`src/rtl/lir_pkg.sv`:
```
// Package for the linear interpolation resampler.
// Types, widths and constants shared by the front, back and blend modules.
// No dependencies.
`timescale 1ns / 1ps
`default_nettype none

package lir_pkg;

  localparam int SAMPLE_W = 16;
  localparam int FRAC_W   = 16;
  localparam int PHASE_W  = 21;

  localparam logic [PHASE_W-1:0] PHASE_ONE  = PHASE_W'(1 << FRAC_W);
  localparam logic [PHASE_W-1:0] STEP_RESET = PHASE_W'(1 << FRAC_W);

  // Queue between front and back; depth kept a power of two so pointers wrap.
  localparam int QDEPTH = 2;
  localparam int QPTR_W = $clog2(QDEPTH);
  localparam int QCNT_W = $clog2(QDEPTH + 1);

  typedef logic signed [SAMPLE_W-1:0] sample_t;

  // One classified input item.
  typedef struct packed {
    sample_t sample;
    logic    prime;
  } q_entry_t;

  // One blend job from the sequencer to the datapath.
  typedef struct packed {
    sample_t           prev;
    sample_t           cur;
    logic [FRAC_W-1:0] t;
    logic              last;
  } blend_req_t;

  typedef enum logic {
    BK_IDLE,
    BK_RUN
  } back_state_t;

endpackage

`default_nettype wire

```
`src/rtl/lir_front.sv`:
```
// Front end: accepts input items, tags the priming sample, and queues them.
// Depends on lir_pkg.
`timescale 1ns / 1ps
`default_nettype none

module lir_front
  import lir_pkg::*;
(
  input  wire logic     clk,
  input  wire logic     rst,
  input  wire logic     in_valid,
  output logic          in_stall,
  input  wire sample_t  sample_in,
  output logic          q_valid,
  output q_entry_t      q_head,
  input  wire logic     q_pop
);

  q_entry_t          entries [QDEPTH];
  logic [QPTR_W-1:0] wr_ptr;
  logic [QPTR_W-1:0] rd_ptr;
  logic [QCNT_W-1:0] count;
  logic              primed;
  logic              push;
  logic              pop;

  assign in_stall = (count == QCNT_W'(QDEPTH));
  assign push     = in_valid && !in_stall;
  assign q_valid  = (count != '0);
  assign pop      = q_pop && q_valid;
  assign q_head   = entries[rd_ptr];

  always_ff @(posedge clk) begin
    if (rst) begin
      wr_ptr <= '0;
      rd_ptr <= '0;
      count  <= '0;
      primed <= 1'b0;
    end else begin
      if (push) begin
        wr_ptr <= wr_ptr + 1'b1;
        primed <= 1'b1;
      end
      if (pop) begin
        rd_ptr <= rd_ptr + 1'b1;
      end
      case ({push, pop})
        2'b10:   count <= count + 1'b1;
        2'b01:   count <= count - 1'b1;
        default: count <= count;
      endcase
    end
  end

  always_ff @(posedge clk) begin
    if (push) begin
      entries[wr_ptr].sample <= sample_in;
      entries[wr_ptr].prime  <= !primed;
    end
  end

endmodule

`default_nettype wire

```
`src/rtl/lir_back.sv`:
```
// Back end sequencer: owns the phase accumulator and previous sample, and
// issues one blend job per cycle (when req_ready) for each output of a run.
// Depends on lir_pkg.
`timescale 1ns / 1ps
`default_nettype none

module lir_back
  import lir_pkg::*;
#(
  parameter int MAX_RUN = 16
) (
  input  wire logic               clk,
  input  wire logic               rst,
  input  wire logic [PHASE_W-1:0] step,
  input  wire logic               q_valid,
  input  wire q_entry_t           q_head,
  output logic                    q_pop,
  output logic                    req_valid,
  output blend_req_t              req,
  input  wire logic               req_ready
);

  localparam int CNT_W = $clog2(MAX_RUN + 1);

  back_state_t        state, state_next;
  logic [PHASE_W-1:0] phase, phase_next;
  sample_t            prev_sample, prev_sample_next;
  sample_t            cur_sample, cur_sample_next;
  logic [CNT_W-1:0]   cnt, cnt_next;

  logic [PHASE_W:0]   sum;
  logic               sum_ge_one;
  logic               cap_hit;
  logic               is_last;

  assign sum        = {1'b0, phase} + {1'b0, step};
  assign sum_ge_one = |sum[PHASE_W:FRAC_W];
  assign cap_hit    = (cnt == CNT_W'(MAX_RUN - 1));
  assign is_last    = sum_ge_one || cap_hit;

  always_comb begin
    req.prev  = prev_sample;
    req.cur   = cur_sample;
    req.t     = phase[FRAC_W-1:0];
    req.last  = is_last;
  end

  always_comb begin
    state_next       = state;
    phase_next       = phase;
    prev_sample_next = prev_sample;
    cur_sample_next  = cur_sample;
    cnt_next         = cnt;
    q_pop            = 1'b0;
    req_valid        = 1'b0;
    case (state)
      BK_IDLE: begin
        if (q_valid) begin
          q_pop = 1'b1;
          if (q_head.prime) begin
            prev_sample_next = q_head.sample;
          end else if (phase >= PHASE_ONE) begin
            // no output this item, phase just drops by one
            phase_next       = phase - PHASE_ONE;
            prev_sample_next = q_head.sample;
          end else begin
            cur_sample_next = q_head.sample;
            cnt_next        = '0;
            state_next      = BK_RUN;
          end
        end
      end
      BK_RUN: begin
        req_valid = 1'b1;
        if (req_ready) begin
          cnt_next = cnt + 1'b1;
          if (is_last) begin
            // sum >= one: phase = sum - one; cap hit below one: clamp to zero
            if (sum_ge_one) begin
              phase_next = PHASE_W'(sum - {1'b0, PHASE_ONE});
            end else begin
              phase_next = '0;
            end
            prev_sample_next = cur_sample;
            state_next       = BK_IDLE;
          end else begin
            phase_next = sum[PHASE_W-1:0];
          end
        end
      end
      default: begin
        state_next = BK_IDLE;
      end
    endcase
  end

  always_ff @(posedge clk) begin
    if (rst) begin
      state       <= BK_IDLE;
      phase       <= '0;
      prev_sample <= '0;
      cnt         <= '0;
    end else begin
      state       <= state_next;
      phase       <= phase_next;
      prev_sample <= prev_sample_next;
      cnt         <= cnt_next;
    end
  end

  always_ff @(posedge clk) begin
    cur_sample <= cur_sample_next;
  end

endmodule

`default_nettype wire

```
`src/rtl/lir_blend.sv`:
```
// Blend datapath: prev + (cur - prev) * t, truncated toward zero.
// Multiply stage, then add/round stage into the output register.
// Depends on lir_pkg.
`timescale 1ns / 1ps
`default_nettype none

module lir_blend
  import lir_pkg::*;
(
  input  wire logic       clk,
  input  wire logic       rst,
  input  wire logic       req_valid,
  input  wire blend_req_t req,
  output logic            req_ready,
  output logic            out_valid,
  input  wire logic       out_stall,
  output sample_t         resampled,
  output logic            last
);

  localparam int DIFF_W = SAMPLE_W + 1;
  localparam int PROD_W = DIFF_W + FRAC_W + 1;

  logic                     v1;
  logic signed [PROD_W-1:0] prod;
  sample_t                  prev1;
  logic                     last1;
  logic                     ready2;

  logic signed [DIFF_W-1:0]   diff;
  logic signed [FRAC_W:0]     t_s;
  logic signed [PROD_W-1:0]   acc;
  logic signed [PROD_W-FRAC_W-1:0] quo;
  logic signed [PROD_W-FRAC_W-1:0] quo_adj;

  assign ready2    = !out_valid || !out_stall;
  assign req_ready = !v1 || ready2;

  assign diff = DIFF_W'(req.cur) - DIFF_W'(req.prev);
  assign t_s  = $signed({1'b0, req.t});

  always_ff @(posedge clk) begin
    if (rst) begin
      v1 <= 1'b0;
    end else if (req_ready) begin
      v1 <= req_valid;
    end
  end

  always_ff @(posedge clk) begin
    if (req_ready && req_valid) begin
      prod  <= PROD_W'(diff * t_s);
      prev1 <= req.prev;
      last1 <= req.last;
    end
  end

  // acc = prev * 2^16 + diff * t; divide by 2^16 rounding toward zero
  assign acc     = (PROD_W'(prev1) <<< FRAC_W) + prod;
  assign quo     = acc[PROD_W-1:FRAC_W];
  assign quo_adj = (acc[PROD_W-1] && (acc[FRAC_W-1:0] != '0)) ? quo + 1'b1 : quo;

  always_ff @(posedge clk) begin
    if (rst) begin
      out_valid <= 1'b0;
    end else if (ready2) begin
      out_valid <= v1;
    end
  end

  always_ff @(posedge clk) begin
    if (ready2 && v1) begin
      resampled <= quo_adj[SAMPLE_W-1:0];
      last      <= last1;
    end
  end

endmodule

`default_nettype wire

```
`src/rtl/linear_interp_resampler_unit.sv`:
```
// Top level of the linear interpolation resampler.
// Holds the step ratio register; instantiates lir_front, lir_back, lir_blend.
// Depends on lir_pkg.
//
//   channel   direction  handshake                    payload
//   input     in         in_valid / in_stall          sample_in
//   output    out        out_valid / out_stall        resampled, last
//   config    in         step_ratio_wr_en             step_ratio
//
// Each item takes one pop-and-classify step in the back sequencer, plus one
// blend job per result if it yields any; the priming item yields none. The
// single blend datapath emits one result per cycle while out_stall is low,
// through its product and output registers. Up to two items wait in the front
// queue, so input is taken while a run is still draining. Synchronous reset
// clears all control state and sets step_ratio to 1.0; output stalls back up
// through the blend stages into the sequencer and then the queue.
`timescale 1ns / 1ps
`default_nettype none

module linear_interp_resampler_unit
  import lir_pkg::*;
#(
  parameter int MAX_RUN = 16
) (
  input  wire logic               clk,
  input  wire logic               rst,
  input  wire logic               step_ratio_wr_en,
  input  wire logic [PHASE_W-1:0] step_ratio,
  input  wire logic               in_valid,
  output logic                    in_stall,
  input  wire sample_t            sample_in,
  output logic                    out_valid,
  input  wire logic               out_stall,
  output sample_t                 resampled,
  output logic                    last
);

  logic [PHASE_W-1:0] step;
  logic               q_valid;
  q_entry_t           q_head;
  logic               q_pop;
  logic               req_valid;
  blend_req_t         req;
  logic               req_ready;

  always_ff @(posedge clk) begin
    if (rst) begin
      step <= STEP_RESET;
    end else if (step_ratio_wr_en) begin
      step <= step_ratio;
    end
  end

  lir_front u_front (
    .clk       (clk),
    .rst       (rst),
    .in_valid  (in_valid),
    .in_stall  (in_stall),
    .sample_in (sample_in),
    .q_valid   (q_valid),
    .q_head    (q_head),
    .q_pop     (q_pop)
  );

  lir_back #(
    .MAX_RUN (MAX_RUN)
  ) u_back (
    .clk       (clk),
    .rst       (rst),
    .step      (step),
    .q_valid   (q_valid),
    .q_head    (q_head),
    .q_pop     (q_pop),
    .req_valid (req_valid),
    .req       (req),
    .req_ready (req_ready)
  );

  lir_blend u_blend (
    .clk        (clk),
    .rst        (rst),
    .req_valid  (req_valid),
    .req        (req),
    .req_ready  (req_ready),
    .out_valid  (out_valid),
    .out_stall  (out_stall),
    .resampled  (resampled),
    .last       (last)
  );

endmodule

`default_nettype wire

```
`config.mk`:
```
export PLATFORM = sky130hd
export DESIGN_NAME = linear_interp_resampler_unit
export DESIGN_NICKNAME = d
export VERILOG_FILES = /design/src/rtl/lir_pkg.sv /design/src/rtl/lir_front.sv /design/src/rtl/lir_back.sv /design/src/rtl/lir_blend.sv /design/src/rtl/linear_interp_resampler_unit.sv
export SDC_FILE = /design/constraint.sdc
export NUM_CORES = 1
export LEC_CHECK = 0
export ABC_AREA = 1
export BUFFER_PORTS_ARGS = -buffer_cell sky130_fd_sc_hd__buf_2
export CAP_MARGIN = 10
export CORE_MARGIN = 4
export CORE_UTILIZATION = 31
export CTS_CLUSTER_SIZE = 14
export DETAILED_ROUTE_END_ITERATION = 7
export RECOVER_POWER = 25
export SLEW_MARGIN = 20
export SYNTH_ARGS = -nofsm -noshare
export SYNTH_HDL_FRONTEND = slang
export SYNTH_SLANG_ARGS = --single-unit
```
`constraint.sdc`:
```
create_clock -name clk -period 7.4 [get_ports clk]
set_input_delay 1.85 -clock clk [delete_from_list [all_inputs] [get_ports clk]]
set_output_delay 1.85 -clock clk [all_outputs]
set_load 0.02 [all_outputs]
```
==> Word-level counts from Yosys, hierarchy flattened <==
Memory sizes are Yosys's and may differ from the RTL's. A register that Yosys moved wholly into a read port is not among the register bits.
Cells that the tools add are included.
{ "totals": {"ramBits": 34, "reg_bits": 155, "n_memories": 1, "wordCells": 99, "output_inout_bits": 19} }
{ "classes": {"n_mul": 1, "order_cmp": 1, "n_reduce_logical": 21, "n_addsub": 11, "eq_ne": 11, "n_bitwise": 3, "mux": 33} }
{ "memory_table": {"columns": ["name", "depth", "word_bits", "read_ports", "rd_clocked_by_memory_dff", "wr", "line_no", "source"], "rows": [
  ["u_front.entries", 2, 17, 1, 1, 1, "lir_front.sv:19", "q_entry_t entries [QDEPTH];"]
]} }
{ "op_table": {"columns": ["op", "n"], "rows": [
  ["two-way mux 21 bit", 6],
  ["two-way mux 16 bit", 6],
  ["one-hot mux 21 bit (2 select lines)", 1],
  ["subtractor 21 x 17 -> 21 bit (second input constant)", 2],
  ["adder 32 x 34 -> 34 bit", 1],
  ["multiplier 17 x 17 -> 34 bit", 1],
  ["one-hot mux 16 bit (2 select lines)", 1],
  ["adder 21 x 21 -> 22 bit", 1],
  ["greater-or-equal comparator 21 x 17 -> 1 bit (second input constant)", 1],
  ["two-way mux 5 bit", 4],
  ["subtractor 16 x 16 -> 17 bit", 1],
  ["adder 16 x 1 -> 16 bit (second input constant)", 1],
  ["AND reduction 4 bit", 4],
  ["nonzero test 16 bit", 1],
  ["two-way mux 1 bit", 12],
  ["one-hot mux 5 bit (2 select lines)", 1],
  ["inequality test 2 bit (second input constant)", 4],
  ["OR reduction 6 bit", 1],
  ["adder 5 x 1 -> 5 bit (second input constant)", 1],
  ["equality test 5 x 4 -> 1 bit (second input constant)", 1],
  ["logical AND 1 bit", 5],
  ["zero test 1 bit", 5],
  ["equality test 2 bit (second input constant)", 2],
  ["inequality test 2 x 1 -> 1 bit (second input constant)", 2],
  ["10 further kinds", 16]
]} }

==> Longest topological paths before layout <==
Gate-level depths: netlist of run 1.
{ "depth": {"word_depth": 6, "ltp_mapped": 36} }

==> Modules after synthesis <==
From an unflattened synthesis of run 1, not the netlist that was laid out.
{ "unflattened": {"cells_unflattened": 2715, "area_unflattened_um2": 22171.3} }
{ "by_module_without_submodules": {"columns": ["module", "seq_area_each_um2", "n_inst", "cells_per_inst", "area_per_inst_um2"], "rows": [
  ["lir_blend", 2082.0, 1, 1835, 15497.4],
  ["lir_back", 1341.3, 1, 651, 4207.8],
  ["lir_front", 1141.1, 1, 96, 1566.5],
  ["linear_interp_resampler_unit", 420.4, 1, 133, 899.6]
]} }

==> Worst setup path after synthesis of run 1 <==
OpenSTA, ideal clock, no wires.
{ "synth_path": {"path_type": "flip-flop to flip-flop", "from": "register u_back.cur_sample[0]", "to": "register u_blend.prod[33], data pin", "setup_time_ns": 0.269, "path_buffers": 1, "t_arrival_ns": 6.756, "synth_period_minus_slack_ns": 7.025, "t_required_ns": 7.131, "path_stages_with_launch": 32, "path_slack_ns": 0.375, "path_cell_list": "edfxtp_1 > inv_1 > ha_1 > fa_1 > nor2_1 > o21ai_1 > nand2_1 > inv_1 > o21ai_2 > nand3_1 > nand2_1 > nand2_1 > nand2_1 > buf_2 > nor2_1 > fa_1 > inv_1 > fa_1 > inv_1 > fa_1 > fa_1 > fa_1 > inv_1 > fa_1 > inv_1 > ha_1 > a21oi_1 > o21ai_0 > a21oi_1 > o2111a_1 > o31ai_1 > xor2_1"} }
{ "synth_via": {"elab_chain_cells": 2} }
{ "synth_rtl": {"columns": ["element", "line_no", "source"], "rows": [
  ["from (decl)", "lir_back.sv:28", "sample_t cur_sample, cur_sample_next;"],
  ["from (signal assigned)", "lir_back.sv:112", "cur_sample <= cur_sample_next;"],
  ["subtractor 16 x 16 -> 17 bit", "lir_blend.sv:39", "assign diff = DIFF_W'(req.cur) - DIFF_W'(req.prev);"],
  ["multiplier 17 x 17 -> 34 bit", "lir_blend.sv:52", "prod <= PROD_W'(diff * t_s);"],
  ["to (signal assigned)", "lir_blend.sv:52", null],
  ["to (decl)", "lir_blend.sv:25", "logic signed [PROD_W-1:0] prod;"]
]} }
No other way between the ends.
A chain may end at the register's enable or synchronous reset.

==> Final worst setup path of run 1 <==
{ "layout_path": {"from": "register u_back.cur_sample[0]", "to": "register u_blend.prod[32], data pin"} }
Same word-level chain as after synthesis.

==> run metrics, run 1 <==
Final Max Slew Viols=0; Final Skew=17.6 ps; Fmax=140 MHz; commonest cells after routing, fill and taps aside=inv_1 (532), nand2_1 (434), nor2_1 (274), fa_1 (271), ha_1 (135); Seq cells post-synth=190; post-DP HPWL=44.3 mm; Core Area=67,300 um2; CTS tree=built; cts bufs inserted=17; R2R cell count=30; most common cell type on the critical path=fa_1; Initial Util=31.3%; Crit path max-delay family=adder cells; total congestion overflow=0; routed vias=16,200; worst endpoint required time=7630 ps; Seq/Total Area, Yosys=23.7%; # setup viols final=0; fin util=35.6%; largest net degree at the start of global routing=57; Period minus WS final=7120 ps; Final Cycle Share=96.3%; final wirelength=53.7 mm; Yosys cell types=56; # fillers=7,007; status=completed; R2R Setup Slk=280 ps; Final Hold Viols=0; Clock Path Buffers=2; CP Data Arrival Time=7350 ps; cts hold-fix bufs=0; Avg Inst Size Synth=8.36 um2; die height=269 um; r2r startpoint=u_back.cur_sample[0]; Max Cap Viol=0; min-delay src=u_blend.last1; Buf/Inv on CP=6; GRT Overall Usage=15.2%; Syn Nets=2,985; Largest stage delay, worst path=540 ps; worst-path maximum fanout=8; layout cell share with drive strength beyond 1=12.0%; synth warn=0; slowest cell on the critical path=fa_1; Leak=11.4 nW; die area=72,100 um2; P&R area growth vs syn=13.8%; Rel. slew slack=18.4%; hold path depth=0; Post-DRT Antenna Nets=0; Power Total=9.24 mW; Clock transition at path regs=80 ps; nets=3,104; # placed instances=3,472; FF-to-FF End=u_blend.prod[32]; # diodes=0; first-pass iteration count of the detailed router=5; post-synthesis cell count=2,516; clk sinks=190; PwrDens=386 nW/um2; Slew @ Worst Pin=1220 ps; Die Wd=269 um; Vias/cell=4.59; Mapped Area=21,000 um2; Critical Path Start Type=flop; RSZ-0062 raised after global routing=yes; initial antenna violation count=1; drt drc=0; global-route wire length before repair=87.2 mm; vias in the first global route=16,400; WL/cell=15.3 um; IO Port Bufs=60; htree depth=4; critical path class=reg2reg; Hold Crit Class=reg2reg; Worst-Skew Late Latency=480 ps; VDD IR max=0.000182 V; Rows=95; Final Instance Count excl. Fillers=3,521; worst hold endpoint=u_blend.last; crit end category=flop; cell at the root of the clock tree=clkbuf_16; commonest non-fill, non-tap cell in the layout=inv_1; Boundary Pins=61; 1st-iter DRT viols=1,049; global placement routability congestion=0.928
[stage by stage]
stage | hold WS (ps) | area (um2) | TNS (ps) | worst slack (ps)
6_report | 428 | 23900 | 0 | 277
5_1_grt | 460 | 23900 | -233 | -83.9
4_1_cts | 433 | 23400 | 0 | 9.03
3_5_place_dp | 413 | 22800 | 0 | 4.02
3_3_place_gp | 406 | 22800 | 0 | 99.2
2_1_floorplan | 400 | 21000 | 0 | 375
[flip-flops by register name, summed over array words and instances, names as in the netlist, named ones only]
| name | count |
|---|---|
| u_front.entries | 34 |
| u_back.prev_sample | 16 |
| u_front.count | 2 |
| u_back.cnt | 5 |
| u_back.cur_sample | 16 |
| u_blend.v1 | 1 |
| u_blend.last | 1 |
| u_front.rd_ptr | 1 |
| u_front.primed | 1 |
| step | 21 |
| u_front.wr_ptr | 1 |
| u_blend.prev1 | 16 |
| u_back.phase | 21 |
| u_blend.prod | 34 |
| u_blend.last1 | 1 |
| u_back.state | 1 |
| u_blend.resampled | 16 |
| u_blend.out_valid | 1 |
[cells by family (layout without fill, tap and decap cells)]
| family | count (synthesis) | count (layout) | synth area share, % |
|---|---|---|---|
| and+or+nand+nor | 947 | 947 | 19.2 |
| AOI/OAI and AO/OA | 238 | 238 | 6.20 |
| buffers and inverters | 611 | 743 | 11.1 |
| xor gates and xnor gates | 87 | 87 | 3.73 |
| adders and majority gates | 427 | 427 | 35.2 |
| muxes | 16 | 16 | 0.856 |
| DFF | 190 | 190 | 23.7 |
[worst max-delay path by stage]
stage	start	to	slack [ps]	cells past startpoint
final	u_back.cur_sample[0]	u_blend.prod[32]	280	30
after global routing	u_back.cur_sample[3]	u_blend.prod[19]	-80	30
after CTS	u_back.cur_sample[4]	u_blend.prod[25]	9	32
after detailed placement	u_back.cur_sample[0]	u_blend.prod[32]	4	35
after global placement	u_back.cur_sample[4]	u_blend.prod[30]	100	31
after floorplan	u_back.cur_sample[0]	u_blend.prod[33]	380	31
[worst register-to-register path, delay by kind of cell, from the launching register on]
kind	cells	cell delay, ps
fa+ha+maj	9	4090
compound gates	7	1020
simple gates	7	850
buf+inv	6	520
flops	1	320
xor+xnor	1	80
[cell type report]
cell class / instances / area (um2) / share of cell area [%]
clock inverter: 14 / 186 / 0.779
inverter: 553 / 2080 / 8.70
sequential: 190 / 4990 / 20.8
timing repair buffer: 158 / 1030 / 4.30
tap: 873 / 1090 / 4.56
clock buffer: 18 / 439 / 1.83
multi-input combinational: 1715 / 14100 / 59.0
[power by group]
| part | switching, mW | total (mW) | internal (mW) |
|---|---|---|---|
| clock network | 0.492 | 0.963 | 0.471 |
| registers | 0.163 | 1.68 | 1.51 |
| logic | 4.02 | 6.60 | 2.58 |
[cell usage after synthesis (all sizes together)]
master | number | area share (%)
or2 | 25 | 0.74
a211oi | 2 | 0.071
and3 | 1 | 0.030
a21boi | 3 | 0.11
clkinv | 10 | 0.18
nor2 | 296 | 5.5
o21ai | 81 | 1.9
inv | 543 | 9.7
o221ai | 2 | 0.083
nand2 | 458 | 8.4
nand3 | 115 | 2.9
o21a | 1 | 0.036
nor4 | 8 | 0.24
nor3b | 3 | 0.11
dfxtp | 72 | 6.9
o211ai | 3 | 0.11
mux2 | 16 | 0.86
o21bai | 6 | 0.21
fa | 275 | 26
xor2 | 55 | 2.4
clkbuf | 44 | 0.79
edfxtp | 118 | 17
xnor2 | 32 | 1.3
ha | 152 | 9.0
o31ai | 4 | 0.14
o22ai | 1 | 0.030
nor3 | 13 | 0.33
o2111ai | 1 | 0.042
a21o | 4 | 0.14
o2111a | 1 | 0.054
nand3b | 5 | 0.18
a21oi | 122 | 3.0
buf | 14 | 0.45
nand4 | 23 | 0.79
a31oi | 7 | 0.24
[metal layers]
layer	up-vias	GRT usage (%)	routed length, um
met2	426	24.2	23600
met3	91	3.41	3420
met1	7652	20.9	25100
met5	-	0	13
met4	2	4.73	1560
li1	7987	-	-
[timing repair]
| action | CTS | global route |
|---|---|---|
| endpoints found under the setup margin | 1 | 17 |
| pin swaps | 0 | 19 |
| gates resized for setup | 1 | 98 |
| buffers inserted | 0 | 17 |
(Power assumes the default switching activity.)
==> inputs of run 2 (changes only) <==
--- a/config.mk
+++ b/config.mk
@@ -8,7 +8,7 @@
 export ABC_AREA = 1
 export BUFFER_PORTS_ARGS = -buffer_cell sky130_fd_sc_hd__buf_2
 export CAP_MARGIN = 10
-export CORE_MARGIN = 4
+export CORE_MARGIN = 2
 export CORE_UTILIZATION = 31
 export CTS_CLUSTER_SIZE = 14
 export DETAILED_ROUTE_END_ITERATION = 7
==> run 2 against run 1 <==
Compared with the run above: sequential power hardly changed; count of clock-buffer cells in the layout is 1 lower; clock power is 0.9% higher; clock skew is 1.1 ps lower; highest routed layer is now met4.
==> run metrics, run 2 (synthesis gave the netlist of run 1 again) <==
fin util=36.0% (+0.39 points); post-DP HPWL=44.8 mm (+1.1%); htree depth=4 (unchanged); Hold Crit Class=reg2reg; Final Hold Viols=0 (unchanged); drt drc=0 (unchanged); commonest cells after routing, fill and taps aside=inv_1 (531), nand2_1 (437), nor2_1 (278), fa_1 (270), ha_1 (139); R2R Setup Slk=340 ps (+60 ps); WL/cell=15.2 um (-0.46%); vias in the first global route=16,600 (+1.2%); Max Cap Viol=0 (unchanged); clk sinks=190 (unchanged); crit end category=flop; M1 GR Usage=20.8% (-0.068 points); Worst-Skew Late Latency=490 ps (about the same); grt peak-use layer=met2; CTS tree=built; Rel. slew slack=18.2% (-0.20 points); initial antenna violation count=1 (unchanged); Buf/Inv on CP=8 (+2); Largest stage delay, worst path=580 ps (+40 ps); Final Max Slew Viols=0 (unchanged); Final Instance Count excl. Fillers=3,551 (+0.85%); Die Wd=265 um (-1.5%); status=completed; Hold WS=433 ps (+4.76 ps); met3 usage=3.73% (+0.31 points); nets=3,134 (+0.97%); Final Skew=16.5 ps (-1.12 ps); logic gate share of total power=72.2% (+0.8 points); Clock transition at path regs=80 ps (about the same); Critical Path Start Type=flop; Vias/cell=4.54 (-1.1%); Initial Util=31.3% (+0.055 points); critical path class=reg2reg; grt met2 use=25.1% (+0.83 points); IO Port Bufs=60 (unchanged); PwrDens=393 nW/um2 (+1.6%); setup TNS=0 ps (unchanged); Pint=4.75 mW (+4.0%); GRT Overall Usage=15.8% (+0.53 points); cts hold-fix bufs=0 (unchanged); 1st-iter DRT viols=1,014 (-3.3%); Fmax=142 MHz (+0.88%); clock share of power=10.3% (about the same); part of the power in registers=17.6% (-0.5 points); Largest regs=u_blend.prod (34), u_front.entries (34); Slew @ Worst Pin=1230 ps (+3.02 ps); final wirelength=53.9 mm (+0.38%); Rows=95 (unchanged); die area=70,000 um2 (-3.0%); P&R area growth vs syn=14.8%; VDD IR max=0.000168 V (-7.2%); worst endpoint required time=7630 ps (about the same); routed vias=16,100 (-0.29%); Boundary Pins=61 (unchanged); Clock Path Buffers=2 (unchanged); cts bufs inserted=17 (unchanged); # placed instances=3,503 (+0.89%); global-route wire length before repair=87.2 mm (about the same); slowest cell on the critical path=fa_1; die height=265 um (-1.5%); commonest non-fill, non-tap cell in the layout=inv_1; Core Area=67,200 um2 (-0.18%); Post-DRT Antenna Nets=0 (unchanged); Period minus WS final=7060 ps (-62.0 ps); Final Cycle Share=95.4% (-0.84 points); # setup viols final=0 (unchanged); Leak=11.6 nW (+1.5%); worst-path maximum fanout=7 (-1); first-pass iteration count of the detailed router=5 (unchanged); layout cell share with drive strength beyond 1=13.1% (+1.1 points); largest net degree at the start of global routing=44 (-23%); total congestion overflow=0 (unchanged); CP Data Arrival Time=7290 ps (-60 ps); global placement routability congestion=0.912 (-1.7%); cell at the root of the clock tree=clkbuf_16; Sw Share=49.9% (-0.69 points); Crit path max-delay family=adder cells; Sw Pwr=4.73 mW (+1.1%); # diodes=0 (unchanged); Power Total=9.48 mW (+2.6%)
-- run 2: worst reg2reg max path: cells and delay by family (launching register included) --
family,cells,cell delay (ps)
buffers and inverters,8,670
adder cells (fa/ha/maj),9,3920
flip-flops,1,330
XOR/XNOR,1,150
AND/OR/NAND/NOR,11,1210
AO/OA/AOI/OAI,4,540
-- run 2: power groups by stage --
stage / combinational (mW) / clock (mW) / sequential, mW
final: 6.84 / 0.972 / 1.67
after detailed placement: 6.40 / 0 / 1.69
after global routing: 7.71 / 1.04 / 1.69
after floorplan: 4.37 / 0 / 1.62
after global placement: 6.33 / 0 / 1.68
after CTS: 6.43 / 1.00 / 1.66
-- run 2: through the flow --
step,setup WS (ps),area [um2]
5_1_grt,-39.6,24200
6_report,339,24200
2_1_floorplan,375,21000
3_3_place_gp,98.7,23000
4_1_cts,7.16,23600
3_5_place_dp,-14.4,23000
-- run 2: area by class of cell --
class	count	area [um2]
flip-flops and latches	190	4990
multi-input cells	1716	14100
clock inverters	15	199
clock buffers	17	425
fillers	6938	43000
repair buffers	187	1220
well taps	873	1090
inverters	553	2080
-- run 2: path summary, 6_finish.rpt --
path         cells past startpoint            startpoint               end
max                             33  u_back.cur_sample[0]  u_blend.prod[31]
min                              0         u_blend.last1      u_blend.last
max reg2reg                     33  u_back.cur_sample[0]  u_blend.prod[31]
min reg2reg                      0         u_blend.last1      u_blend.last
-- run 2: per-layer routing --
layer	wire [um]	up-vias
li1	-	8046
met1	24700	7572
met2	23900	395
met3	3500	98
met4	1810	0
met5	0	-
-- run 2: timing repair --
action | in CTS | in global routing
cloned | 0 | 1
setup buffers | 0 | 15
setup endpoints to repair | 2 | 17
pin swaps | 0 | 24
resized for setup | 1 | 97
==> inputs of run 3 (changes only) <==
--- a/config.mk
+++ b/config.mk
@@ -9,9 +9,10 @@
 export BUFFER_PORTS_ARGS = -buffer_cell sky130_fd_sc_hd__buf_2
 export CAP_MARGIN = 10
 export CORE_MARGIN = 2
-export CORE_UTILIZATION = 31
+export CORE_UTILIZATION = 50
 export CTS_CLUSTER_SIZE = 14
 export DETAILED_ROUTE_END_ITERATION = 7
+export PLACE_DENSITY = 0.69
 export RECOVER_POWER = 25
 export SLEW_MARGIN = 20
 export SYNTH_ARGS = -nofsm -noshare
==> run 3 against run 2 <==
Compared with the run above: maximum frequency decreased by 0.65%; routed wire length is 1.6% higher; sequential power about the same; die area is 37% lower; critical path depth down 4; setup slack got worse by 46 ps; sequential share of layout area is 0.54 points higher; critical path type unchanged; largest cell class unchanged; largest power group unchanged; highest routed layer unchanged.
==> run metrics, run 3 (synthesis gave the netlist of run 1 again) <==
status=completed; GRT Overall Usage=25.9% (+10 points); R2R cell count=29 (-12%); layout cell share with drive strength beyond 1=12.2% (-0.86 points); commonest non-fill, non-tap cell in the layout=inv_1; largest net degree at the start of global routing=75 (+70%); CTS tree=built; Max Cap Viol=0 (unchanged); Final Max Slew Viols=0 (unchanged); Clock transition at path regs=80 ps (about the same); first-pass iteration count of the detailed router=5 (unchanged); Rel. slew slack=29.4% (+11 points); Final Hold Viols=0 (unchanged); Vias/cell=5.19 (+14%); post-DP HPWL=45.5 mm (+1.5%); cts hold-fix bufs=0 (unchanged); Final Instance Count excl. Fillers=3,202 (-9.8%); clk sinks=190 (unchanged); M1 GR Usage=34.1% (+13 points); critical path class=reg2reg; Period minus WS final=7110 ps (+46.4 ps); Critical Path Start Type=flop; htree depth=4 (unchanged); Worst-Skew Late Latency=450 ps (-40 ps); Clock Path Buffers=2 (unchanged); initial antenna violation count=0 (-1); Largest stage delay, worst path=560 ps (-20 ps); commonest cells after routing, fill and taps aside=inv_1 (532), nand2_1 (435), fa_1 (271), nor2_1 (270), ha_1 (144); Fmax=141 MHz (-0.65%); drt drc=0 (unchanged); CP Data Arrival Time=7300 ps (about the same); Rows=75 (-21%); # setup viols final=0 (unchanged); hold path depth=0 (unchanged); nets=3,118 (-0.51%); Hold Crit Class=reg2reg; WL/cell=17.1 um (+13%); # placed instances=3,166 (-9.6%); Core Area=41,800 um2 (-38%); Boundary Pins=61 (unchanged); die area=43,700 um2 (-37%); fin util=56.4% (+20 points); grt peak-use layer=met2; met3 usage=5.85% (+2.1 points); grt met2 use=42.2% (+17 points); VDD IR max=0.000231 V (+37%); cell at the root of the clock tree=clkbuf_16; Final Cycle Share=96.0% (+0.63 points); RSZ-0062 raised after global routing=yes; Largest regs=u_blend.prod (34), u_front.entries (34); IO Port Bufs=60 (unchanged); crit end category=flop; cts bufs inserted=17 (unchanged); total congestion overflow=0 (unchanged); P&R area growth vs syn=11.9%; Post-DRT Antenna Nets=0 (unchanged); Leak=11.5 nW (-0.66%); PwrDens=404 nW/um2 (+3.0%); worst endpoint required time=7590 ps (-40 ps); die height=209 um (-21%); routed vias=16,600 (+3.2%); slowest cell on the critical path=fa_1; vias in the first global route=17,100 (+2.9%); Final Skew=12.9 ps (-3.57 ps); worst-path maximum fanout=8 (+1); 1st-iter DRT viols=1,017 (+0.30%); Slew @ Worst Pin=1060 ps (-170 ps); Die Wd=209 um (-21%); global-route wire length before repair=88.4 mm (+1.4%); Power Total=9.52 mW (+0.39%); global placement routability congestion=0.972 (+6.6%); final wirelength=54.8 mm (+1.6%); Initial Util=50.4% (+19 points); most common cell type on the critical path=fa_1
==> run 3: changes by cell type in the layout (fill, tap and decap cells not counted), sizes merged <==
cell / delta
clkbuf: -1
clkinv: +2
buf: -13
inv: -3
diode: +1
nand2: -1
==> run 3: timing repair <==
| action | in CTS | in global routing |
|---|---|---|
| gates cloned | 0 | 1 |
| hold endpoints to repair | 0 | 0 |
| setup endpoints to repair | 1 | 18 |
| pin swaps | 0 | 18 |
| buffers inserted | 0 | 2 |
| resized for setup | 1 | 79 |
==> run 3: final timing paths <==
kind,to,startpoint,slack (ps)
hold / removal,u_blend.last,u_blend.last1,440
setup / recovery,u_blend.prod[33],u_back.cur_sample[6],290
setup reg to reg,u_blend.prod[33],u_back.cur_sample[6],290
hold reg to reg,u_blend.last,u_blend.last1,440
==> run 3: power breakdown <==
part | internal (mW) | switching [mW] | total (mW)
registers | 1.51 | 0.164 | 1.68
logic | 2.71 | 4.20 | 6.91
clock network | 0.470 | 0.457 | 0.927
total | 4.69 | 4.82 | 9.52
==> run 3: worst max-delay path: cells and delay by family (launching register included) <==
| kind | cells | cell delay [ps] |
|---|---|---|
| adders and majority gates | 8 | 3790 |
| buffers and inverters | 5 | 450 |
| xor gates and xnor gates | 1 | 140 |
| and+or+nand+nor | 8 | 890 |
| DFF | 1 | 410 |
| AOI/OAI and AO/OA | 7 | 1140 |
==> run 3: through the flow <==
step	hold slack [ps]	area (um2)	worst slack (ps)	setup TNS (ps)
global placement	406	22600	126	0
finish	435	23500	293	0
detailed placement	416	22600	-3.81	-3.81
floorplan	400	21000	375	0
CTS	440	23200	43.6	0
global route	452	23500	-69.6	-327
==> run 3: layer usage <==
metal	part of all wire, %	vias to the layer above	routed length (um)
met5	0	-	0
met4	3.3	0	1830
met3	7.8	112	4250
met2	46	552	25000
met1	43	7962	23700
li1	-	8005	-
==> run 3: cell type report <==
class                   count  area (um2)
well taps                 539         674
clock buffers              18         450
fillers                  3695       18200
inverters                 553        2080
multi-input cells        1715       14100
clock inverters            14         146
flip-flops and latches    190        4980
repair buffers            172        1140
diodes                      1        2.50
